### src/design/mpls_pkg.sv
// shared widths, coefficients, register indexes and types for the power limit scaler
package mpls_pkg;

   // wheel count is tied to the named per-wheel ports
   localparam int WHEEL_COUNT     = 4;
   localparam int SCALE_FRAC_BITS = 14;

   // field widths
   localparam int CUR_W      = 16;
   localparam int SPD_W      = 16;
   localparam int MV_W       = 15;
   localparam int EST_W      = 17;
   localparam int ALW_W      = 16;
   localparam int SCALE_W    = 15;
   localparam int BUDGET_W   = 10;
   localparam int BIAS_W     = 15;
   localparam int CSR_IDX_W  = 4;
   localparam int CSR_DATA_W = 16;

   // register indexes
   localparam logic [CSR_IDX_W-1:0] CSR_POWER_BUDGET = 4'd0;
   localparam logic [CSR_IDX_W-1:0] CSR_SCALE_BIAS   = 4'd1;

   localparam logic [BUDGET_W-1:0] BUDGET_RST = 10'd60;
   localparam logic [BIAS_W-1:0]   BIAS_RST   = 15'd246;

   // pipeline depths
   localparam int LANE_STAGES  = 4;
   localparam int MERGE_STAGES = 3;

   // per-wheel power terms, units of 2^-40 W
   localparam int PROD_W = 32;
   localparam int TERM_W = 54;
   localparam int ABS_W  = 53;
   localparam logic signed [TERM_W-1:0] COEF_KT = 54'sd2195604;
   localparam logic signed [TERM_W-1:0] COEF_K2 = 54'sd159759;
   localparam logic signed [TERM_W-1:0] COEF_KA = 54'sd135240;
   localparam logic signed [TERM_W-1:0] COEF_C  = 54'sd4487106952954;

   // estimate: round(sum * 20 / (17 * 2^36)) in 1/16 W
   localparam int SUM_W       = ABS_W + $clog2(WHEEL_COUNT);
   localparam int X_W         = SUM_W + 5;
   localparam int EST_SHIFT   = 36;
   localparam int Y_FULL_W    = X_W - EST_SHIFT;
   localparam int Y_W         = 22;
   localparam logic [X_W-1:0]      ROUND_ADD = X_W'(64'd584115552256);
   localparam logic [Y_FULL_W-1:0] Y_SAT     = Y_FULL_W'(2228224);
   localparam int DIV17_MULT_W = 23;
   localparam logic [DIV17_MULT_W-1:0] DIV17_MULT = 23'd7895161;
   localparam int DIV17_SHIFT = 27;
   localparam logic [EST_W-1:0] EST_MAX = '1;

   // budget from capacitor voltage
   localparam logic [MV_W-1:0] MV_LOW_MAX = 15'd6000;
   localparam int MV_PROD_W = 23;
   localparam logic [MV_PROD_W-1:0] GAIN_BOOST = 23'd240;
   localparam logic [MV_PROD_W-1:0] GAIN_BASE  = 23'd224;
   localparam int DIV1000_MULT_W = 24;
   localparam logic [DIV1000_MULT_W-1:0] DIV1000_MULT = 24'd8589935;
   localparam int DIV1000_SHIFT = 33;
   localparam int MV_Q_W = 13;
   localparam logic signed [ALW_W-1:0] ALW_LOW_OFS = 16'sd32;

   localparam logic [SCALE_W-1:0] SCALE_MAX = '1;

   // word handed from the merge stage to the divider
   typedef struct packed {
      logic [EST_W-1:0]        est;
      logic signed [ALW_W-1:0] allowed;
   } div_req_type;

endpackage

### src/design/mpls_lane.sv
// one wheel lane: power terms, sum and magnitude over four stages
module mpls_lane (
   input  logic                               clock,
   input  logic                               en,
   input  logic signed [mpls_pkg::CUR_W-1:0]  current,
   input  logic signed [mpls_pkg::SPD_W-1:0]  speed,
   output logic        [mpls_pkg::ABS_W-1:0]  mag
);

   logic signed [mpls_pkg::PROD_W-1:0] iw_ff, iw_in, ww_ff, ww_in, ii_ff, ii_in;
   logic signed [mpls_pkg::TERM_W-1:0] a_ff, a_in, b_ff, b_in, c_ff, c_in;
   logic signed [mpls_pkg::TERM_W-1:0] t_ff, t_in;
   logic        [mpls_pkg::ABS_W-1:0]  mag_ff, mag_in;

   assign iw_in = current * speed;
   assign ww_in = speed * speed;
   assign ii_in = current * current;

   assign a_in = iw_ff * mpls_pkg::COEF_KT;
   assign b_in = ww_ff * mpls_pkg::COEF_K2;
   assign c_in = ii_ff * mpls_pkg::COEF_KA;

   assign t_in = a_ff + b_ff + c_ff + mpls_pkg::COEF_C;

   // only the current-speed term can go negative
   assign mag_in = t_ff[mpls_pkg::TERM_W-1] ? mpls_pkg::ABS_W'(-t_ff)
                                            : mpls_pkg::ABS_W'(t_ff);

   always_ff @(posedge clock) begin
      if (en) begin
         iw_ff  <= iw_in;
         ww_ff  <= ww_in;
         ii_ff  <= ii_in;
         a_ff   <= a_in;
         b_ff   <= b_in;
         c_ff   <= c_in;
         t_ff   <= t_in;
         mag_ff <= mag_in;
      end
   end

   assign mag = mag_ff;

endmodule

### config.mk
export PLATFORM = sky130hd
export DESIGN_NAME = mpls_lane
export DESIGN_NICKNAME = d
export VERILOG_FILES = /design/src/design/mpls_pkg.sv /design/src/design/mpls_lane.sv
export SDC_FILE = /design/constraint.sdc
export NUM_CORES = 2
export LEC_CHECK = 0
export ABC_AREA = 0
export BUFFER_PORTS_ARGS = -buffer_cell sky130_fd_sc_hd__buf_2
export CAP_MARGIN = 10
export CORE_UTILIZATION = 38
export DETAILED_ROUTE_END_ITERATION = 8
export HOLD_SLACK_MARGIN = 0.06
export SETUP_SLACK_MARGIN = 0.3
export SKIP_LAST_GASP = 1
export SYNTH_ARGS = -nofsm -noshare
export SYNTH_HDL_FRONTEND = slang
export SYNTH_SLANG_ARGS = --single-unit
export TNS_END_PERCENT = 5
### constraint.sdc
create_clock -name clock -period 10.7 [get_ports clock]
set_input_delay 2.14 -clock clock [delete_from_list [all_inputs] [get_ports clock]]
set_output_delay 2.14 -clock clock [all_outputs]
set_load 0.02 [all_outputs]
==> results.md <==
* Number of gates resized after CTS at 0
* Kind of critical path: input pin to register
* Max-capacitance violation count at 0
* Reg2reg setup slack at 3.89 ns
* Number of antenna violations at the first check in global routing at 5
* All-layer global routing usage at 0.184
* Data required time at the worst endpoint at 11.03 ns
* Most used DFF post-synth: edfxtp_1
* Die height at 422 um
* Most numerous cell types in the synthesized netlist: inv_1 (1,917), fa_1 (1,125), ha_1 (988), nand2_1 (413), edfxtp_1 (350)
* Overflow left after global routing at 0
* Count of unresolved DRC violations after routing at 0
* Top Ports at 87
* Maximum number of pins on one net before global-route repair at 129
* Max clock buf depth at 3
* Via density per instance at 4.87
* Final TNS setup at 0 ns
* Post-layout min period at 9.02 ns
* Number of enable flip-flop cells after synthesis at 350
* Layout Skew at 0.0245 ns
* Startpoint type of the worst setup path: input pin
* Routed wire per std cell at 17.2 um
* Critical Path Sink Type: register
* Post-DP HPWL at 134 mm
* Worst relative slew slack at 0.240
* Floorplan row count at 153
* Router iterations before antenna repair at 5
* First-pass GRT wire length at 260 mm
* Final-layout worst hold slack at 0.564 ns
* Total wirelength of the detailed-routed design at 158 mm
* CP cell instances: buf_2 -> inv_1 -> nor2_1 -> fa_1 -> fa_1 -> fa_1 -> fa_1 -> fa_1 -> inv_1 -> fa_1 -> inv_1 -> ha_1 -> a21oi_1 -> nor2b_1 -> or4_1 -> o21ai_0 -> o2111ai_1 -> a21oi_1 -> o21bai_1 -> xnor2_1
* Count of filler cells inserted in the layout at 17,100
* Crit-path slowest cell: fa_1
* Number of I/O port buffers at 86
* Yosys top cell by area: fa_1
* Setup slack after layout at 1.68 ns
* Total number of yosys warnings at 0
* Async set-or-reset flop fraction in the synthesized netlist at 0
* Number of hold-slack violations in the final timing report at 0
* Post-synthesis average cell area at 9.87 um2
* Delay of the slowest cell on the worst path at 0.83 ns
* Synth unique cells at 75
* Via count of the first global-routing pass at 48,800
* Worst Path Arrival at 9.35 ns
* Result of the run: finished clean
* Most frequently used cell type in the post-synthesis netlist: inv_1
* Die X-Extent at 422 um
* Multiplexer share of the synthesized area at 0.00317
* Area added between synthesis and finish at 6.94%
* Cell count after synthesis at 6,801
* Share of the clock period used by the worst path at 0.843
* Finish-stage setup viols at 0
* DRC violation total after the first TritonRoute iteration at 2,185
* Pins over their slew limit at 0
* Count of buffers added by post-CTS timing repair for setup at 0
* Starting utilization of the core area at 0.384
* Transition time of the tightest slew-check pin at 1.13 ns
* Number of hold-repair buffers added at the cts stage at 0
* Maximum operating frequency at 111 MHz
* Full die area at 178,000 um2
* RSZ-0062 raised after global routing: false
* Dominant combinational cell family by area after synthesis: adder cells
* Source-to-sink clock delay at the later pin of the worst-skew pair at 0.62 ns
* Critical Path Fanout Max at 34
* Register bit total from synthesis at 350
* Cell repeated most along the worst path: fa_1
* Clock root buffer master: clkbuf_16
* Sequential share of the synthesized area at 0.157
* Count of antenna-violating nets left after detailed routing at 0
* Via Count at 44,800
* Pre-CTS setup slack at 1.09 ns
* H-tree depth reported by CTS at 2
* Post-synthesis cell area at 67,100 um2
* Share of the core filled with cells at 0.411
* Fraction of post-synthesis cell area in the top cell type by area at 0.336
* Synth Area in XOR/XNOR at 0.0486
* Post-synthesis compound-gate area fraction at 0.0787
* Leading cell types by total area after synthesis: fa_1 (34%), ha_1 (18%), edfxtp_1 (16%)
* Synthesized-area fraction occupied by and/or/nand/nor cells at 0.0778
* Inserted Clock Buffers at 46
* Layout cells sized above 1 at 0.0358
* CTS tree: yes
* Hold WC Path Type: register to register
* Number of clock sinks at 350
* Adder-cell share of the synthesized area at 0.520
* Final weighted congestion of routability-driven global placement at 0.916
* Core area at 175,000 um2
* NumNets Final at 8,982
* Clock transition at path regs at 0.06 ns
==> placed cells by master, fill, tap and decap left out, drive strengths merged, types with 51 or more instances in the layout <==
cell type,n
inv,1925
o21ai,131
nor2,208
a21o,140
xor2,84
fa,1125
ha,988
edfxtp,350
nand2,413
buf,122
a21oi,230
nand3,52
and2,180
clkbuf,51
xnor2,288
==> metal layers <==
metal | share of wire | GRT usage | vias up
met5 | 0.00015 | 0 | -
met1 | 0.46 | 0.247 | 22500
met3 | 0.037 | 0.0154 | 173
li1 | - | - | 21300
met4 | 0.021 | 0.0406 | 4
met2 | 0.48 | 0.320 | 807
==> per-stage QoR <==
stage          instance area [um2]  instances
3_3_place_gp                 70200       9112
3_5_place_dp                 70200       9112
4_1_cts                      71800       9197
5_1_grt                      71800       9197
2_1_floorplan                67100       6805
6_report                     71800       9198
==> path summary, 6_finish.rpt <==
| path | from | end | depth (start not counted) |
|---|---|---|---|
| max | current[15] | ii_ff[31] | 20 |
| max reg2reg | iw_ff[8] | a_ff[53] | 22 |
| min reg2reg | t_ff[52] | mag[52] | 1 |
| min | t_ff[52] | mag[52] | 1 |
==> sequential cells by signal, indices dropped and copies added (netlist names) <==
name,cells
t_ff,54
b_ff,50
mag,53
a_ff,52
iw_ff,32
c_ff,47
ww_ff,31
ii_ff,31
==> kinds of logic (layout without fill, tap and decap cells) <==
kind of cell / count (synthesis) / count (layout)
buf+inv: 2059 / 2126
simple gates: 1085 / 1085
fa+ha+maj: 2113 / 2113
xor+xnor: 372 / 372
mux: 20 / 20
other cells: 2 / 7
compound gates: 800 / 800
flops: 350 / 350
==> layout make-up <==
type	instances	area (um2)	area share
clock inverter	34	355	0.00495
clock buffer	51	1190	0.0166
inverter	1919	7200	0.100
multi-input combinational	4396	48900	0.681
timing repair buffer	122	711	0.00990
tap	2325	2910	0.0405
sequential	350	10500	0.146
antenna	1	2.50	0.0000349
==> worst max-delay path, delay by kind of cell <==
family,cells,cell delay (ns)
AO/OA/AOI/OAI,5,1.14
XOR/XNOR,1,0.13
adder cells (fa/ha/maj),7,3.83
buffers and inverters,4,1.28
AND/OR/NAND/NOR,3,0.81
Power is left out: the tool's default activity adds up to more than one toggle a clock period on the data nets, which glitch-free logic cannot reach.
