<file path="src/design/mpls_pkg.sv">
// shared widths, coefficients, register indexes and types for the power limit scaler
package mpls_pkg;

   // wheel count is tied to the named per-wheel ports
   localparam int WHEEL_COUNT     = 4;
   localparam int SCALE_FRAC_BITS = 14;

   // field widths
   localparam int CUR_W      = 16;
   localparam int SPD_W      = 16;
   localparam int MV_W       = 15;
   localparam int EST_W      = 17;
   localparam int ALW_W      = 16;
   localparam int SCALE_W    = 15;
   localparam int BUDGET_W   = 10;
   localparam int BIAS_W     = 15;
   localparam int CSR_IDX_W  = 4;
   localparam int CSR_DATA_W = 16;

   // register indexes
   localparam logic [CSR_IDX_W-1:0] CSR_POWER_BUDGET = 4'd0;
   localparam logic [CSR_IDX_W-1:0] CSR_SCALE_BIAS   = 4'd1;

   localparam logic [BUDGET_W-1:0] BUDGET_RST = 10'd60;
   localparam logic [BIAS_W-1:0]   BIAS_RST   = 15'd246;

   // pipeline depths
   localparam int LANE_STAGES  = 4;
   localparam int MERGE_STAGES = 3;

   // per-wheel power terms, units of 2^-40 W
   localparam int PROD_W = 32;
   localparam int TERM_W = 54;
   localparam int ABS_W  = 53;
   localparam logic signed [TERM_W-1:0] COEF_KT = 54'sd2195604;
   localparam logic signed [TERM_W-1:0] COEF_K2 = 54'sd159759;
   localparam logic signed [TERM_W-1:0] COEF_KA = 54'sd135240;
   localparam logic signed [TERM_W-1:0] COEF_C  = 54'sd4487106952954;

   // estimate: round(sum * 20 / (17 * 2^36)) in 1/16 W
   localparam int SUM_W       = ABS_W + $clog2(WHEEL_COUNT);
   localparam int X_W         = SUM_W + 5;
   localparam int EST_SHIFT   = 36;
   localparam int Y_FULL_W    = X_W - EST_SHIFT;
   localparam int Y_W         = 22;
   localparam logic [X_W-1:0]      ROUND_ADD = X_W'(64'd584115552256);
   localparam logic [Y_FULL_W-1:0] Y_SAT     = Y_FULL_W'(2228224);
   localparam int DIV17_MULT_W = 23;
   localparam logic [DIV17_MULT_W-1:0] DIV17_MULT = 23'd7895161;
   localparam int DIV17_SHIFT = 27;
   localparam logic [EST_W-1:0] EST_MAX = '1;

   // budget from capacitor voltage
   localparam logic [MV_W-1:0] MV_LOW_MAX = 15'd6000;
   localparam int MV_PROD_W = 23;
   localparam logic [MV_PROD_W-1:0] GAIN_BOOST = 23'd240;
   localparam logic [MV_PROD_W-1:0] GAIN_BASE  = 23'd224;
   localparam int DIV1000_MULT_W = 24;
   localparam logic [DIV1000_MULT_W-1:0] DIV1000_MULT = 24'd8589935;
   localparam int DIV1000_SHIFT = 33;
   localparam int MV_Q_W = 13;
   localparam logic signed [ALW_W-1:0] ALW_LOW_OFS = 16'sd32;

   localparam logic [SCALE_W-1:0] SCALE_MAX = '1;

   // word handed from the merge stage to the divider
   typedef struct packed {
      logic [EST_W-1:0]        est;
      logic signed [ALW_W-1:0] allowed;
   } div_req_type;

endpackage

</file>
<file path="src/design/mpls_div.sv">
// iterative ratio divider, four quotient bits a cycle, with output register
module mpls_div #(
   parameter int SCALE_FRAC_BITS = mpls_pkg::SCALE_FRAC_BITS
) (
   input  logic                                  clock,
   input  logic                                  reset,
   input  logic                                  in_valid,
   output logic                                  in_ready,
   input  mpls_pkg::div_req_type                 in_req,
   input  logic        [mpls_pkg::BIAS_W-1:0]    bias,
   output logic                                  out_valid,
   input  logic                                  out_ready,
   output logic        [mpls_pkg::SCALE_W-1:0]   out_scale,
   output logic        [mpls_pkg::EST_W-1:0]     out_est,
   output logic signed [mpls_pkg::ALW_W-1:0]     out_allowed
);

   localparam int STEPS = 4;
   localparam int QW    = ((SCALE_FRAC_BITS + STEPS) / STEPS) * STEPS;
   localparam int CYC   = QW / STEPS;
   localparam int CNT_W = (CYC > 1) ? $clog2(CYC) : 1;
   localparam int NW    = mpls_pkg::ALW_W - 1 + SCALE_FRAC_BITS;
   localparam int RW    = mpls_pkg::EST_W;
   localparam int VW    = ((QW > mpls_pkg::SCALE_W) ? QW : mpls_pkg::SCALE_W) + 1;
   localparam logic [CNT_W-1:0] CNT_LAST = CNT_W'(CYC - 1);

   typedef enum logic [1:0] {ST_IDLE, ST_RUN, ST_HOLD} state_type;

   state_type                         state_ff, state_in;
   logic [CNT_W-1:0]                  cnt_ff;
   logic [RW-1:0]                     rem_ff, rem_s;
   logic [QW-1:0]                     low_ff, low_s, quo_ff, quo_s, q_fin;
   logic [RW:0]                       trial;
   logic [mpls_pkg::EST_W-1:0]        div_ff;
   logic signed [mpls_pkg::ALW_W-1:0] alw_ff;
   logic                              full_ff, zero_ff;
   logic [NW-1:0]                     n_load;
   logic signed [mpls_pkg::EST_W:0]   alw_x, est_x;
   logic                              full_in;
   logic                              last, out_free, out_wr, load;
   logic [VW-1:0]                     val;
   logic [mpls_pkg::SCALE_W-1:0]      scale_in;
   logic                              out_valid_ff;
   logic [mpls_pkg::SCALE_W-1:0]      scale_ff;
   logic [mpls_pkg::EST_W-1:0]        est_out_ff;
   logic signed [mpls_pkg::ALW_W-1:0] alw_out_ff;

   // restoring steps for one cycle
   always_comb begin
      rem_s = rem_ff;
      low_s = low_ff;
      quo_s = quo_ff;
      trial = '0;
      for (int i = 0; i < STEPS; i++) begin
         trial = {rem_s, low_s[QW-1]};
         if (trial >= {1'b0, div_ff}) begin
            rem_s = RW'(trial - {1'b0, div_ff});
            quo_s = {quo_s[QW-2:0], 1'b1};
         end else begin
            rem_s = trial[RW-1:0];
            quo_s = {quo_s[QW-2:0], 1'b0};
         end
         low_s = {low_s[QW-2:0], 1'b0};
      end
   end

   // dividend is allowed * 2^frac; if allowed exceeds the estimate or the estimate is zero, the scale is forced to one
   assign n_load  = {in_req.allowed[mpls_pkg::ALW_W-2:0], {SCALE_FRAC_BITS{1'b0}}};
   assign alw_x   = (mpls_pkg::EST_W+1)'(in_req.allowed);
   assign est_x   = $signed({1'b0, in_req.est});
   assign full_in = (in_req.est == '0) || (alw_x > est_x);

   assign last     = (state_ff == ST_RUN) && (cnt_ff == '0);
   assign out_free = !out_valid_ff || out_ready;
   assign out_wr   = (last || (state_ff == ST_HOLD)) && out_free;
   assign in_ready = (state_ff == ST_IDLE) || out_wr;
   assign load     = in_valid && in_ready;

   assign q_fin = (state_ff == ST_RUN) ? quo_s : quo_ff;

   always_comb begin
      if (full_ff) begin
         val = VW'(1) << SCALE_FRAC_BITS;
      end else if (zero_ff) begin
         val = '0;
      end else if (VW'(q_fin) > VW'(bias)) begin
         val = VW'(q_fin) - VW'(bias);
      end else begin
         val = '0;
      end
      if (val > VW'(mpls_pkg::SCALE_MAX)) begin
         scale_in = mpls_pkg::SCALE_MAX;
      end else begin
         scale_in = val[mpls_pkg::SCALE_W-1:0];
      end
   end

   always_comb begin
      state_in = state_ff;
      unique case (state_ff)
         ST_IDLE: begin
            if (load) state_in = ST_RUN;
         end
         ST_RUN: begin
            if (load)          state_in = ST_RUN;
            else if (out_wr)   state_in = ST_IDLE;
            else if (last)     state_in = ST_HOLD;
         end
         ST_HOLD: begin
            if (load)          state_in = ST_RUN;
            else if (out_wr)   state_in = ST_IDLE;
         end
         default: state_in = ST_IDLE;
      endcase
   end

   always_ff @(posedge clock) begin
      if (reset) begin
         state_ff     <= ST_IDLE;
         out_valid_ff <= 1'b0;
      end else begin
         state_ff <= state_in;
         if (out_wr) begin
            out_valid_ff <= 1'b1;
         end else if (out_ready) begin
            out_valid_ff <= 1'b0;
         end
      end
      if (load) begin
         cnt_ff  <= CNT_LAST;
         rem_ff  <= RW'(n_load >> QW);
         low_ff  <= n_load[QW-1:0];
         quo_ff  <= '0;
         div_ff  <= in_req.est;
         alw_ff  <= in_req.allowed;
         full_ff <= full_in;
         zero_ff <= in_req.allowed[mpls_pkg::ALW_W-1];
      end else if (state_ff == ST_RUN) begin
         cnt_ff <= cnt_ff - 1'b1;
         rem_ff <= rem_s;
         low_ff <= low_s;
         quo_ff <= quo_s;
      end
      if (out_wr) begin
         scale_ff   <= scale_in;
         est_out_ff <= div_ff;
         alw_out_ff <= alw_ff;
      end
   end

   assign out_valid   = out_valid_ff;
   assign out_scale   = scale_ff;
   assign out_est     = est_out_ff;
   assign out_allowed = alw_out_ff;

endmodule
</file>
<file path="config.mk">
export PLATFORM = sky130hd
export DESIGN_NAME = mpls_div
export DESIGN_NICKNAME = d
export VERILOG_FILES = /design/src/design/mpls_pkg.sv /design/src/design/mpls_div.sv
export SDC_FILE = /design/constraint.sdc
export NUM_CORES = 1
export LEC_CHECK = 0
export CAP_MARGIN = 10
export CORE_ASPECT_RATIO = 0.7
export CORE_MARGIN = 2
export CORE_UTILIZATION = 30
export DETAILED_ROUTE_END_ITERATION = 6
export DONT_BUFFER_PORTS = 1
export MAX_ROUTING_LAYER = met4
export PLACE_DENSITY_LB_ADDON = 0.05
export SLEW_MARGIN = 20
export SYNTH_ARGS = -nofsm -noshare
export SYNTH_HDL_FRONTEND = slang
export SYNTH_SLANG_ARGS = --single-unit
export TNS_END_PERCENT = 5
</file>
<file path="constraint.sdc">
create_clock -name clock -period 13.4 [get_ports clock]
set_input_delay 0.67 -clock clock [delete_from_list [all_inputs] [get_ports clock]]
set_output_delay 0.67 -clock clock [all_outputs]
set_load 0.03 [all_outputs]
</file>
==> flow_metrics.env <==
export IMPL_status="complete, no violations"
export IMPL_report_final_slew_viol_count=0
export IMPL_grt_max_degree=61
export IMPL_top_layer="met4"
export IMPL_drive_gt1_share_pct=9.49
export IMPL_period_minus_slack_ps=12490
export IMPL_grt_ovfl_total=0
export IMPL_tightest_slew_ps=1080
export IMPL_critPathMaxFanout=25
export IMPL_final_cell_area_um2=10900
export IMPL_wl_um=32400
export IMPL_core_area_um2=31200
export IMPL_start_kind="flop"
export IMPL_finalSetupViolCount=0
export IMPL_clk_latency_ps=430
export IMPL_worstPathArrival_ps=12660
export IMPL_critPathKind="flop to flop"
export IMPL_initial_core_util_pct=30.5
export IMPL_antenna_found_initial=0
export IMPL_synth_ff_type="edfxtp_1"
export IMPL_cts_path_max_buffers=2
export IMPL_io_buffer_count=0
export IMPL_synth_top_area_share_pct=30.5
export IMPL_synth_area_leaders="edfxtp_1, ha_1, dfxtp_1"
export IMPL_ys_warn_count=0
export IMPL_synth_area_um2=9540
export IMPL_wl_per_cell_um=21.7
export IMPL_io_pins=102
export IMPL_setup_slack_ps=910
export IMPL_die_height_um=153
export IMPL_cts_sinks=122
export IMPL_synth_area_leader_cell="edfxtp_1"
export IMPL_crit_family="compound AO/OA/AOI/OAI gates"
export IMPL_path_clk_slew_ps=60
export IMPL_synth_edff_count=97
export IMPL_setup_tns_ps=0
export IMPL_drv_cap=0
export IMPL_drc=0
export IMPL_report_final_hold_viol_count=0
export IMPL_synthArstFlopShare_pct=0
export IMPL_endpoint_kind="flop"
export IMPL_worstPathRequired_ps=13580
export IMPL_slew_headroom_pct=27.6
export IMPL_ys_ff_latch=122
export IMPL_syn2layout_area_growth_pct=14.3
export IMPL_grt_setup_unrepaired="false"
export IMPL_vias_per_cell=5.21
export IMPL_avgSynthCellArea_um2=9.20
export IMPL_die_x_um=217
export IMPL_drtIter0Drc=653
export IMPL_path_buf_inv=6
export IMPL_antenna_cells=0
export IMPL_multi_input_area_um2=5760
export IMPL_max_freq_mhz=80.1
export IMPL_place_gp_congestion=0.892
export IMPL_cpPeakStageDelay_ps=450
export IMPL_met3_length_um=1530
export IMPL_nFillCells=3274
export IMPL_cts_buffers=17
export IMPL_cts_max_level=4
export IMPL_final_util_pct=34.9
export IMPL_seqCellArea_um2=3410
export IMPL_grt_pass1_wl_um=47800
export IMPL_final_nets=1217
export IMPL_grt_pass1_vias=7282
export IMPL_min_path_type="input pin to flop"
export IMPL_vias=7782
export IMPL_pre_cts_slack_ps=375
export IMPL_placed_area_um2=10100
export IMPL_worst_clock_skew_ps=11.4
export IMPL_dieArea_um2=33200
export IMPL_ys_types=79
export IMPL_antenna_left=0
export IMPL_mappedNetlistNets=1191
export IMPL_period_share_pct=93.2
export IMPL_ys_seq_area_share_pct=35.8
export IMPL_cts_tree="built"
export IMPL_grt_util_all_layers_pct=19.9
export IMPL_reg2reg_slack_ps=910
export IMPL_drt_first_pass_iters=5
export IMPL_dp_hpwl_um=25500
export IMPL_synth_cells=1036
export IMPL_critical_path_slowest_cell="edfxtp_1"
export IMPL_critPathMostFrequentCell="a21o_1"
export IMPL_routed_wl_met2_um=12300
export IMPL_root_buffer="clkbuf_16"
export IMPL_drt_met1_wl_um=18300
export IMPL_num_rows=54
[routing by layer]
layer | up-vias | global-route usage (%)
met5 | - | -
met4 | 0 | 3.36
met3 | 15 | 3.82
li1 | 3868 | -
met1 | 3723 | 32.0
met2 | 176 | 24.9
[cell usage after synthesis (all sizes together), types with 3 or more instances]
library cell  count
nand2            94
nand3            23
ha               99
o21ai            55
nor2             71
or2               5
o21bai            7
o22ai             5
a221o             7
buf              10
a21o             43
xor2             19
o31ai            10
mux2i            26
clkbuf           16
o22a              3
o211ai            5
a31o              4
nor2b            16
nand4            17
and3             11
fa                4
nand2b           14
o21a             18
o2111ai           4
a31oi            11
or3              12
nor4              8
a221oi            3
a21oi            80
nor3             21
a311oi            4
and2              7
a21boi            4
edfxtp           97
inv              96
and4              3
dfxtp            25
xnor2            42
a211oi            8
[final timing paths]
path / start / end / cells past startpoint
setup / recovery: div_ff[1]$_DFFE_PP_ / out_scale[14]$_SDFFCE_PN1P_ / 54
hold / removal: reset / state_ff[0]$_SDFFE_PP0P_ / 1
setup reg to reg: div_ff[1]$_DFFE_PP_ / out_scale[14]$_SDFFCE_PN1P_ / 54
hold reg to reg: alw_ff[7]$_DFFE_PP_ / out_allowed[7]$_DFFE_PP_ / 0
[stage by stage]
stage	hold slack, ps	cells
floorplan	400	1036
global placement	401	1452
detailed placement	405	1452
CTS	277	1484
global route	278	1495
finish	308	1495
[cells in the final DEF (no fill, tap or decap), types with 4 or more instances in the layout]
cell and instances:
a311oi_1 4, a21oi_1 76, nand4_1 17, clkbuf_16 17, fa_1 4, o2111ai_1 4
a31oi_1 11, o21a_1 17, nor2b_1 15, clkinvlp_4 4, and3_1 11, xor2_1 19
a221o_1 7, a31o_2 4, edfxtp_1 97, nor2_1 70, or2_2 5, o211ai_1 4
o21ai_1 4, xnor2_1 42, a21o_1 43, inv_1 95, nor3_1 21, dfxtp_1 25
o21bai_1 7, or3_1 12, o21ai_0 50, o22ai_1 5, mux2i_1 23, and2_1 7
nor4_1 7, o31ai_1 8, nand2_1 92, nand2b_1 14, a211oi_1 6, ha_1 99
buf_4 30, nand3_1 23
[cell families after synthesis]
| group | share of synthesized area, % |
|---|---|
| fa+ha+maj | 13.8 |
| simple gates | 15.7 |
| xor+xnor | 5.60 |
| flops | 35.8 |
| mux | 2.85 |
| compound gates | 21.1 |
| buf+inv | 5.17 |
[timing repair]
action,in CTS,in global routing
hold buffers,0,0
gates resized for setup,0,17
setup buffers,0,9
endpoints found under the setup margin,0,15
[state kept, by name (all words and copies together) (netlist names), 15 cells and up]
signal       flops
alw_ff          16
div_ff          17
out_allowed     16
out_scale       15
rem_ff          17
out_est         17
quo_ff          16
[cell type report]
type | instances | share of cell area (%)
Multi-Input combinational cell | 792 | 52.8
Sequential cell | 122 | 31.3
Tap cell | 420 | 4.82
Clock buffer | 19 | 3.97
Inverter | 98 | 3.41
Timing Repair Buffer | 31 | 2.25
Clock inverter | 13 | 1.40
Power is not shown: default switching activity piles up to over one toggle a cycle in this logic, so the estimate is an artifact.
