<file path="src/design/mpls_pkg.sv">
// shared widths, coefficients, register indexes and types for the power limit scaler
package mpls_pkg;

   // wheel count is tied to the named per-wheel ports
   localparam int WHEEL_COUNT     = 4;
   localparam int SCALE_FRAC_BITS = 14;

   // field widths
   localparam int CUR_W      = 16;
   localparam int SPD_W      = 16;
   localparam int MV_W       = 15;
   localparam int EST_W      = 17;
   localparam int ALW_W      = 16;
   localparam int SCALE_W    = 15;
   localparam int BUDGET_W   = 10;
   localparam int BIAS_W     = 15;
   localparam int CSR_IDX_W  = 4;
   localparam int CSR_DATA_W = 16;

   // register indexes
   localparam logic [CSR_IDX_W-1:0] CSR_POWER_BUDGET = 4'd0;
   localparam logic [CSR_IDX_W-1:0] CSR_SCALE_BIAS   = 4'd1;

   localparam logic [BUDGET_W-1:0] BUDGET_RST = 10'd60;
   localparam logic [BIAS_W-1:0]   BIAS_RST   = 15'd246;

   // pipeline depths
   localparam int LANE_STAGES  = 4;
   localparam int MERGE_STAGES = 3;

   // per-wheel power terms, units of 2^-40 W
   localparam int PROD_W = 32;
   localparam int TERM_W = 54;
   localparam int ABS_W  = 53;
   localparam logic signed [TERM_W-1:0] COEF_KT = 54'sd2195604;
   localparam logic signed [TERM_W-1:0] COEF_K2 = 54'sd159759;
   localparam logic signed [TERM_W-1:0] COEF_KA = 54'sd135240;
   localparam logic signed [TERM_W-1:0] COEF_C  = 54'sd4487106952954;

   // estimate: round(sum * 20 / (17 * 2^36)) in 1/16 W
   localparam int SUM_W       = ABS_W + $clog2(WHEEL_COUNT);
   localparam int X_W         = SUM_W + 5;
   localparam int EST_SHIFT   = 36;
   localparam int Y_FULL_W    = X_W - EST_SHIFT;
   localparam int Y_W         = 22;
   localparam logic [X_W-1:0]      ROUND_ADD = X_W'(64'd584115552256);
   localparam logic [Y_FULL_W-1:0] Y_SAT     = Y_FULL_W'(2228224);
   localparam int DIV17_MULT_W = 23;
   localparam logic [DIV17_MULT_W-1:0] DIV17_MULT = 23'd7895161;
   localparam int DIV17_SHIFT = 27;
   localparam logic [EST_W-1:0] EST_MAX = '1;

   // budget from capacitor voltage
   localparam logic [MV_W-1:0] MV_LOW_MAX = 15'd6000;
   localparam int MV_PROD_W = 23;
   localparam logic [MV_PROD_W-1:0] GAIN_BOOST = 23'd240;
   localparam logic [MV_PROD_W-1:0] GAIN_BASE  = 23'd224;
   localparam int DIV1000_MULT_W = 24;
   localparam logic [DIV1000_MULT_W-1:0] DIV1000_MULT = 24'd8589935;
   localparam int DIV1000_SHIFT = 33;
   localparam int MV_Q_W = 13;
   localparam logic signed [ALW_W-1:0] ALW_LOW_OFS = 16'sd32;

   localparam logic [SCALE_W-1:0] SCALE_MAX = '1;

   // word handed from the merge stage to the divider
   typedef struct packed {
      logic [EST_W-1:0]        est;
      logic signed [ALW_W-1:0] allowed;
   } div_req_type;

endpackage

</file>
<file path="src/design/mpls_merge.sv">
// sums the lane magnitudes and forms the saturated estimate in 1/16 W
module mpls_merge (
   input  logic                                   clock,
   input  logic                                   en,
   input  logic [mpls_pkg::ABS_W-1:0]             mag [mpls_pkg::WHEEL_COUNT],
   input  logic signed [mpls_pkg::ALW_W-1:0]      allowed,
   output mpls_pkg::div_req_type                  req
);

   localparam int MW = mpls_pkg::Y_W + mpls_pkg::DIV17_MULT_W;

   logic [mpls_pkg::SUM_W-1:0]    sum_ff, sum_in;
   logic [mpls_pkg::X_W-1:0]      x;
   logic [mpls_pkg::Y_FULL_W-1:0] y;
   logic [mpls_pkg::Y_W-1:0]      yl_ff, yl_in;
   logic                          sat_ff, sat_in;
   logic [MW-1:0]                 prod;
   logic [mpls_pkg::EST_W-1:0]    est_ff, est_in;
   logic signed [mpls_pkg::ALW_W-1:0] alw1_ff, alw2_ff, alw3_ff;

   always_comb begin
      sum_in = '0;
      for (int i = 0; i < mpls_pkg::WHEEL_COUNT; i++) begin
         sum_in = sum_in + mpls_pkg::SUM_W'(mag[i]);
      end
   end

   // sum * 20 plus half the divisor, then drop 2^36
   assign x = (mpls_pkg::X_W'(sum_ff) << 4) + (mpls_pkg::X_W'(sum_ff) << 2)
            + mpls_pkg::ROUND_ADD;
   assign y = x[mpls_pkg::X_W-1:mpls_pkg::EST_SHIFT];
   assign sat_in = (y >= mpls_pkg::Y_SAT);
   assign yl_in  = y[mpls_pkg::Y_W-1:0];

   // y / 17 by reciprocal multiply
   assign prod   = MW'(yl_ff) * MW'(mpls_pkg::DIV17_MULT);
   assign est_in = sat_ff ? mpls_pkg::EST_MAX
                          : prod[mpls_pkg::DIV17_SHIFT +: mpls_pkg::EST_W];

   always_ff @(posedge clock) begin
      if (en) begin
         sum_ff  <= sum_in;
         alw1_ff <= allowed;
         yl_ff   <= yl_in;
         sat_ff  <= sat_in;
         alw2_ff <= alw1_ff;
         est_ff  <= est_in;
         alw3_ff <= alw2_ff;
      end
   end

   assign req.est     = est_ff;
   assign req.allowed = alw3_ff;

endmodule

</file>
<file path="config.mk">
export PLATFORM = sky130hd
export DESIGN_NAME = mpls_merge
export DESIGN_NICKNAME = d
export VERILOG_FILES = /design/src/design/mpls_pkg.sv /design/src/design/mpls_merge.sv
export SDC_FILE = /design/constraint.sdc
export NUM_CORES = 1
export LEC_CHECK = 0
export ABC_CLOCK_PERIOD_IN_PS = 21700
export BUFFER_PORTS_ARGS = -buffer_cell sky130_fd_sc_hd__buf_2
export CORE_MARGIN = 10
export CORE_UTILIZATION = 55
export DETAILED_ROUTE_END_ITERATION = 16
export GPL_TIMING_DRIVEN = 0
export PLACE_DENSITY_LB_ADDON = 0.15
export SYNTH_ARGS = -nofsm -noshare
export SYNTH_HDL_FRONTEND = slang
export SYNTH_SLANG_ARGS = --single-unit
</file>
<file path="constraint.sdc">
create_clock -name clock -period 21.7 [get_ports clock]
set_input_delay 4.34 -clock clock [delete_from_list [all_inputs] [get_ports clock]]
set_output_delay 4.34 -clock clock [all_outputs]
set_load 0.02 [all_outputs]
</file>
==> flow_metrics.py, run 1 <==
metrics = {
    "placement": {
        "dpl_cell_area_sq_um": 19900,
        "gp_congestion": 0.914,
        "place_hpwl_mm": 34.1,
        "port_buffers": 262,
    },
    "clock_tree": {
        "cts_made_buffers": 17,
        "htreeDepth": 4,
        "root_buffer": "clkbuf_16",
        "clk_pin_slew_ps": 60,
        "cts_post_setup_buffers_inserted": 0,
        "clk_latency_ps": 430,
        "cts_tree": "done",
        "cts-resized-gates": 0,
        "cts.sinks": 143,
        "cts_hold_buf": 0,
        "cts.path.max_buffers": 2,
    },
    "synth": {
        "syn_area_sq_um": 18000,
        "synth_top_area_share_pct": 26.5,
        "yosys.area.top_type": "fa_1",
        "ys_warn_count": 0,
        "syn_nets": 2393,
        "async_flop_share_pct": 0,
        "synthTopCellsByArea": "fa_1 (27%), edfxtp_1 (24%), ha_1 (23%)",
        "ys_ff_latch": 143,
        "synth_edf_count": 143,
        "synth.avg_cell_area_sq_um": 11.3,
        "ys_seq_area_share_pct": 23.8,
        "ys.flop_type": "edfxtp_1",
        "synth.distinct_cells": 57,
        "synth_cells": 1589,
    },
    "timing": {
        "fmax_mhz": 114,
        "clock_skew_ps": 10.4,
        "setup_viol": 0,
        "worst_pin_slew_ps": 628,
        "slew_headroom_pct": 58.1,
        "rsz0062_at_grt": "no",
        "finalCritPeriodShare_pct": 40.3,
        "finalHoldViolations": 0,
        "setup_tns_ps": 0,
        "min_period_ps": 8740,
        "final_max_slew_viol_count": 0,
        "timing.hold.ws_ps": 415,
    },
    "drt": {
        "routed_wl_mm": 38.6,
        "drc_errors": 0,
        "ant_nets": 0,
        "viasPerCell": 5.27,
        "drtIter0Drc": 394,
        "vias": 12300,
        "first_pass_iters": 5,
        "routedWlPerCell_um": 16.6,
    },
    "layout": {
        "final_layout_size_suffix_gt1_share_pct": 16.1,
        "final_area_sq_um": 20500,
        "synthToLayoutAreaGrowth_pct": 13.9,
        "final_nets": 2675,
        "fill_cells": 2657,
    },
    "flow_run": {
        "max-cap-violations": 0,
    },
    "hold_path": {
        "hold_class": "register to register",
    },
    "worst_setup_path": {
        "required_ps": 21870,
        "path_max_fanout": 5,
        "start_kind": "input pin",
        "endpoint_kind": "register",
        "crit_type": "input pin to register",
        "arrival_ps": 8910,
    },
    "grt": {
        "grt.overflow.total": 0,
        "grt_pass1_wl_mm": 66.2,
        "grt_max_degree": 94,
        "grt_pass1_vias": 13700,
        "grt_use_total_pct": 20.0,
        "antenna_found_initial": 1,
    },
    "floorplanning": {
        "num_io_pins": 263,
        "initial_core_util_pct": 55.6,
        "rows": 66,
        "die_area_sq_um": 40400,
        "core_sq_um": 32500,
        "die_h_um": 201,
        "die_w_um": 201,
    },
    "status": {
        "outcome": "finished, final reports clean",
    },
}
[path summary, 6_finish.rpt]
path	startpoint	endpoint	slack [ps]	cells after the start
max	mag[1]	sum_ff[53]$_DFFE_PP_	12960	18
min	alw2_ff[5]$_DFFE_PP_	alw3_ff[5]$_DFFE_PP_	410	0
max reg2reg	yl_ff[19]$_DFFE_PP_	est_ff[16]$_SDFFCE_PP1P_	13380	25
min reg2reg	alw2_ff[5]$_DFFE_PP_	alw3_ff[5]$_DFFE_PP_	410	0
[cell usage in the layout (no fill, tap or decap), drive strengths merged, types with 6 or more instances in the layout]
cell    netlist  final
o21a         16     16
edfxtp      143    143
fa          239    239
o21bai       11     11
nand2b       16     16
nor2b        12     12
buf           1    264
a31oi        10     10
and3         18     18
xnor2        52     52
ha          335    335
o21ai        42     42
nand4        16     16
inv         272    276
nor2         50     50
a21o         58     58
nand2        56     56
xor2         31     31
clkbuf        7     24
a21oi        83     83
nand3        26     26
and2          9      9
nor3         15     15
a211oi        6      6
[cell type report]
| class | count | area, sq um | area share (%) |
|---|---|---|---|
| Buffer | 8 | 30.0 | 0.146 |
| Multi-Input combinational cell | 1166 | 12700 | 61.8 |
| Inverter | 272 | 1020 | 4.97 |
| Antenna cell | 1 | 2.50 | 0.0122 |
| Sequential cell | 143 | 4290 | 20.9 |
| Clock inverter | 14 | 181 | 0.883 |
| Timing Repair Buffer | 263 | 1350 | 6.55 |
| Tap cell | 442 | 553 | 2.69 |
| Clock buffer | 17 | 425 | 2.07 |
[critical path, cell delays in order]
cell	delay [ps]
buf_2	110
fa_1	550
fa_1	420
ha_1	230
inv_1	70
fa_1	190
nor2b_1	70
o2111a_1	250
o21ai_0	400
a21oi_1	170
o211ai_1	240
nand2_1	200
a221oi_1	560
o21ai_0	230
a21oi_1	220
o21bai_1	180
a311oi_1	360
xnor2_1	120
[cells in the mapped netlist, types with 26 or more instances]
master / n
ha_1: 335
inv_1: 272
fa_1: 239
edfxtp_1: 143
a21oi_1: 83
a21o_1: 58
nand2_1: 56
xnor2_1: 52
nor2_1: 50
o21ai_0: 35
xor2_1: 31
nand3_1: 26
[flip-flops by register name, indices dropped and copies added (netlist names)]
register / count
est_ff: 17
alw1_ff: 16
yl_ff: 22
sat_ff: 1
sum_ff: 55
alw3_ff: 16
alw2_ff: 16
[metrics by stage]
step / instances / setup WS [ps] / utilization, %
3_5_place_dp: 2294 / 12600 / 61.4
6_report: 2326 / 12960 / 63.3
4_1_cts: 2325 / 13040 / 63.3
3_3_place_gp: 2293 / 12650 / 61.3
2_1_floorplan: 1589 / 13460 / -
5_1_grt: 2325 / 12720 / 63.3
[kinds of logic (layout without fill, tap and decap cells)]
kind of cell	Yosys count	in the layout	synth area share, %
adder cells (fa/ha/maj)	574	574	49.8
buffers and inverters	280	574	5.83
AO/OA/AOI/OAI	271	271	9.90
AND/OR/NAND/NOR	234	234	6.42
flip-flops	143	143	23.8
XOR/XNOR	83	83	4.03
multiplexers	4	4	0.222
other	0	1	0
[routing by layer]
layer | global-route usage [%] | part of all wire (%) | vias to the layer above
met5 | 0 | 0 | -
met4 | 5.65 | 1.8 | 0
met2 | 34.7 | 50 | 250
met1 | 25.0 | 44 | 5926
li1 | - | - | 6042
met3 | 3.50 | 4.3 | 36
Power of run 1 is left out: the tool's default activity adds up to more than one toggle a clock period on the data nets, which glitch-free logic cannot reach.
==> inputs of run 2 (changes only) <==
--- a/config.mk
+++ b/config.mk
@@ -5,7 +5,7 @@
 export SDC_FILE = /design/constraint.sdc
 export NUM_CORES = 1
 export LEC_CHECK = 0
-export ABC_CLOCK_PERIOD_IN_PS = 21700
+export ABC_CLOCK_PERIOD_IN_PS = 8500
 export BUFFER_PORTS_ARGS = -buffer_cell sky130_fd_sc_hd__buf_2
 export CORE_MARGIN = 10
 export CORE_UTILIZATION = 55
==> constraint.sdc (replaced) <==
create_clock -name clock -period 8.5 [get_ports clock]
set_input_delay 1.7 -clock clock [delete_from_list [all_inputs] [get_ports clock]]
set_output_delay 1.7 -clock clock [all_outputs]
set_load 0.02 [all_outputs]
==> run 2 against run 1 <==
  * Routed wire length grew 0.25%
  * Register-to-register slack got worse by 13000 ps
  * Critical path depth up 7
  * Clock skew hardly changed
  * Worst setup slack worse by 13000 ps
  * Via count is essentially flat
  * Sequential share of layout area is essentially flat
==> flow_metrics.py, run 2 (synthesis gave the netlist of run 1 again) <==
metrics = {
    "timing": {
        "min_period_ps": 8080,
        "finalCritPeriodShare_pct": 95.1,
        "finalHoldViolations": 0,
        "worst_pin_slew_ps": 604,
        "final_max_slew_viol_count": 0,
        "fmax_mhz": 124,
        "slew_headroom_pct": 59.2,
        "setup_viol": 0,
        "setup_tns_ps": 0,
        "clock_skew_ps": 10.5,
    },
    "grt": {
        "grt.overflow.total": 0,
        "grt_use_total_pct": 20.0,
        "antenna_found_initial": 1,
        "grt_pass1_vias": 13700,
        "grt_max_degree": 94,
        "grt_pass1_wl_mm": 66.2,
    },
    "worst_setup_path": {
        "required_ps": 8670,
        "arrival_ps": 8250,
        "path_max_fanout": 4,
        "crit_type": "register to register",
        "crit_slowest_cell": "fa_1",
        "crit_path_max_incr_delay_ps": 610,
        "start_kind": "register",
        "endpoint_kind": "register",
        "cpMostUsedCell": "fa_1",
    },
    "drt": {
        "drtIter0Drc": 395,
        "routed_wl_mm": 38.7,
        "vias": 12300,
        "first_pass_iters": 4,
        "routedWlPerCell_um": 16.6,
        "drc_errors": 0,
        "viasPerCell": 5.26,
        "ant_nets": 0,
    },
    "clock_tree": {
        "cts_made_buffers": 17,
        "cts_hold_buf": 0,
        "cts.sinks": 143,
        "cts.path.max_buffers": 2,
        "cts_tree": "done",
        "clk_pin_slew_ps": 70,
        "root_buffer": "clkbuf_16",
        "clk_latency_ps": 430,
        "htreeDepth": 4,
    },
    "placement": {
        "dpl_cell_area_sq_um": 19900,
        "port_buffers": 262,
        "gp_congestion": 0.914,
        "place_hpwl_mm": 34.1,
    },
    "floorplanning": {
        "die_area_sq_um": 40400,
        "core_sq_um": 32500,
        "die_h_um": 201,
        "initial_core_util_pct": 55.6,
        "num_io_pins": 263,
        "die_w_um": 201,
        "rows": 66,
    },
    "hold_path": {
        "hold_class": "register to register",
    },
    "layout": {
        "final_common_cell": "ha_1",
        "fin_util_pct": 63.4,
        "synthToLayoutAreaGrowth_pct": 14.1,
        "fill_cells": 2655,
        "final_layout_size_suffix_gt1_share_pct": 16.3,
        "top_register": "sum_ff",
        "final_nets": 2678,
        "final_cell_mix": "ha_1 (335), inv_1 (272), buf_2 (261), fa_1 (239), edfxtp_1 (143)",
        "final_area_sq_um": 20600,
        "reg_top3": "sum_ff: 55 flops, yl_ff: 22 flops, est_ff: 17 flops",
        "largest_reg_flops": 55,
    },
    "status": {
        "outcome": "finished, final reports clean",
    },
    "flow_run": {
        "max-cap-violations": 0,
    },
}
run 2: final cells by class:
cell class	count	area [sq um]	share of cell area [%]
multi-input cells	1166	12700	61.7
flip-flops and latches	143	4290	20.9
repair buffers	266	1370	6.65
inverters	272	1020	4.96
well taps	442	553	2.69
clock buffers	17	425	2.07
clock inverters	14	181	0.882
plain buffers	8	30.0	0.146
diodes	1	2.50	0.0122
run 2: layer usage:
metal  wire (um)  GRT usage, %
met5           0             0
met4         715          5.65
met2       19500          34.7
met1       16900          25.0
met3        1620          3.50
run 2: what timing repair did:
action	in CTS	in global routing
setup endpoints to repair	0	4
gates resized for setup	0	2
buffers inserted	0	3
run 2: critical path, delay by kind of cell (launching register included):
kind,cells,cell delay [ps]
compound gates,7,1840
buf+inv,6,380
fa+ha+maj,8,4130
flops,1,480
xor+xnor,1,340
simple gates,3,640
run 2: through the flow:
stage          setup WS, ps  std cells  hold WS (ps)
3_3_place_gp            222       2293           401
4_1_cts                 160       2325           414
5_1_grt               -8.31       2328           423
6_report                420       2329           414
2_1_floorplan          1100       1589           400
3_5_place_dp            214       2294           405
run 2: final timing paths:
kind              slack, ps  cells after the start            startpoint                  endpoint
setup / recovery        420                     25   yl_ff[19]$_DFFE_PP_  est_ff[16]$_SDFFCE_PP1P_
hold / removal          410                      0  alw2_ff[5]$_DFFE_PP_      alw3_ff[5]$_DFFE_PP_
setup reg to reg        420                     25   yl_ff[19]$_DFFE_PP_  est_ff[16]$_SDFFCE_PP1P_
hold reg to reg         410                      0  alw2_ff[5]$_DFFE_PP_      alw3_ff[5]$_DFFE_PP_
Power of run 2 is left out for the same reason.
==> inputs of run 3 (changes only) <==
--- a/config.mk
+++ b/config.mk
@@ -7,7 +7,7 @@
 export LEC_CHECK = 0
 export ABC_CLOCK_PERIOD_IN_PS = 8500
 export BUFFER_PORTS_ARGS = -buffer_cell sky130_fd_sc_hd__buf_2
-export CORE_MARGIN = 10
+export CORE_MARGIN = 5
 export CORE_UTILIZATION = 55
 export DETAILED_ROUTE_END_ITERATION = 16
 export GPL_TIMING_DRIVEN = 0
==> run 3 against run 2 <==
  * Critical path depth did not move
  * First-iteration DRC count increased by 27%
  * Clock skew is 1.6 ps higher
  * Critical path type unchanged
==> flow_metrics.py, run 3 (synthesis gave the netlist of run 1 again) <==
metrics = {
    "worst_setup_path": {
        "start_kind": "register",
        "cpMostUsedCell": "fa_1",
        "required_ps": 8670,
        "path_max_fanout": 6,
        "crit_path_max_incr_delay_ps": 620,
        "crit_slowest_cell": "fa_1",
        "endpoint_kind": "register",
        "crit_type": "register to register",
        "reg2reg_depth": 25,
        "arrival_ps": 8260,
    },
    "timing": {
        "slew_headroom_pct": 60.0,
        "finalCritPeriodShare_pct": 95.1,
        "worst_pin_slew_ps": 592,
        "min_period_ps": 8080,
        "final_max_slew_viol_count": 0,
        "fmax_mhz": 124,
        "finalHoldViolations": 0,
        "setup_tns_ps": 0,
        "rsz0062_at_grt": "no",
        "setup_viol": 0,
        "clock_skew_ps": 12.1,
    },
    "hold_path": {
        "hold_class": "register to register",
        "holdPathStages": 0,
    },
    "grt": {
        "grt.overflow.total": 0,
        "grt_pass1_wl_mm": 63.3,
        "grt_pass1_vias": 13400,
        "grt_max_degree": 106,
        "grt_use_total_pct": 21.7,
        "antenna_found_initial": 0,
    },
    "clock_tree": {
        "cts.path.max_buffers": 2,
        "clk_pin_slew_ps": 70,
        "cts_tree": "done",
        "cts_made_buffers": 17,
        "root_buffer": "clkbuf_16",
        "clk_latency_ps": 430,
        "htreeDepth": 4,
        "cts-resized-gates": 0,
        "cts_hold_buf": 0,
        "cts.sinks": 143,
        "cts_post_setup_buffers_inserted": 0,
    },
    "layout": {
        "final_layout_size_suffix_gt1_share_pct": 16.1,
        "final_cell_mix": "ha_1 (335), inv_1 (272), buf_2 (261), fa_1 (239), edfxtp_1 (143)",
        "final_common_cell": "ha_1",
        "top_register": "sum_ff",
        "diodes": 0,
        "largest_reg_flops": 55,
        "synthToLayoutAreaGrowth_pct": 13.8,
        "reg_top3": "sum_ff: 55 flops, yl_ff: 22 flops, est_ff: 17 flops",
        "final_area_sq_um": 20500,
        "final_nets": 2675,
    },
    "drt": {
        "drtIter0Drc": 501,
        "routed_wl_mm": 37.5,
        "first_pass_iters": 4,
        "viasPerCell": 5.27,
        "drc_errors": 0,
        "routedWlPerCell_um": 16.1,
        "ant_nets": 0,
        "vias": 12300,
    },
    "placement": {
        "gp_congestion": 0.966,
        "port_buffers": 262,
        "dpl_cell_area_sq_um": 19900,
        "place_hpwl_mm": 33.2,
    },
    "floorplanning": {
        "rows": 66,
        "die_w_um": 191,
        "initial_core_util_pct": 55.6,
        "num_io_pins": 263,
        "core_sq_um": 32500,
        "die_area_sq_um": 36500,
        "die_h_um": 191,
    },
    "status": {
        "outcome": "finished, final reports clean",
    },
    "flow_run": {
        "max-cap-violations": 0,
    },
}
run 3: area by class of cell:
type                            instances  area, sq um
Inverter                              272         1020
Sequential cell                       143         4290
Multi-Input combinational cell       1166        12700
Fill cell                            2679        11900
Buffer                                  8         30.0
Tap cell                              442          553
Clock inverter                         14          151
Clock buffer                           18          429
Timing Repair Buffer                  263         1350
run 3: worst max-delay path: cells and delay by family, from the launching register on:
family | cells | cell delay [ps]
buf+inv | 6 | 370
compound gates | 8 | 2120
flops | 1 | 530
fa+ha+maj | 8 | 4110
simple gates | 3 | 680
run 3: through the flow:
step | util (%) | hold WS [ps] | std cells | setup slack (ps)
after floorplan | - | 400 | 1589 | 1100
after global placement | 61.3 | 400 | 2293 | 319
after detailed placement | 61.4 | 405 | 2294 | 301
after CTS | 63.2 | 416 | 2326 | 260
after global routing | 63.2 | 426 | 2326 | 15.9
final | 63.2 | 418 | 2326 | 416
run 3: final timing paths:
check,from,endpoint,slack (ps)
worst max-delay path,yl_ff[19]$_DFFE_PP_,est_ff[13]$_SDFFCE_PP1P_,420
worst min-delay path,alw2_ff[9]$_DFFE_PP_,alw3_ff[9]$_DFFE_PP_,420
worst max register to register,yl_ff[19]$_DFFE_PP_,est_ff[13]$_SDFFCE_PP1P_,420
worst min register to register,alw2_ff[9]$_DFFE_PP_,alw3_ff[9]$_DFFE_PP_,420
run 3: routing by layer:
metal / share of wire [%] / up-vias / global-route usage (%)
li1: - / 6045 / -
met1: 43 / 5928 / 27.9
met2: 51 / 251 / 38.1
met3: 3.8 / 45 / 3.36
met4: 2.7 / 0 / 6.69
met5: 0 / - / 0
Power of run 3 is left out for the same reason.
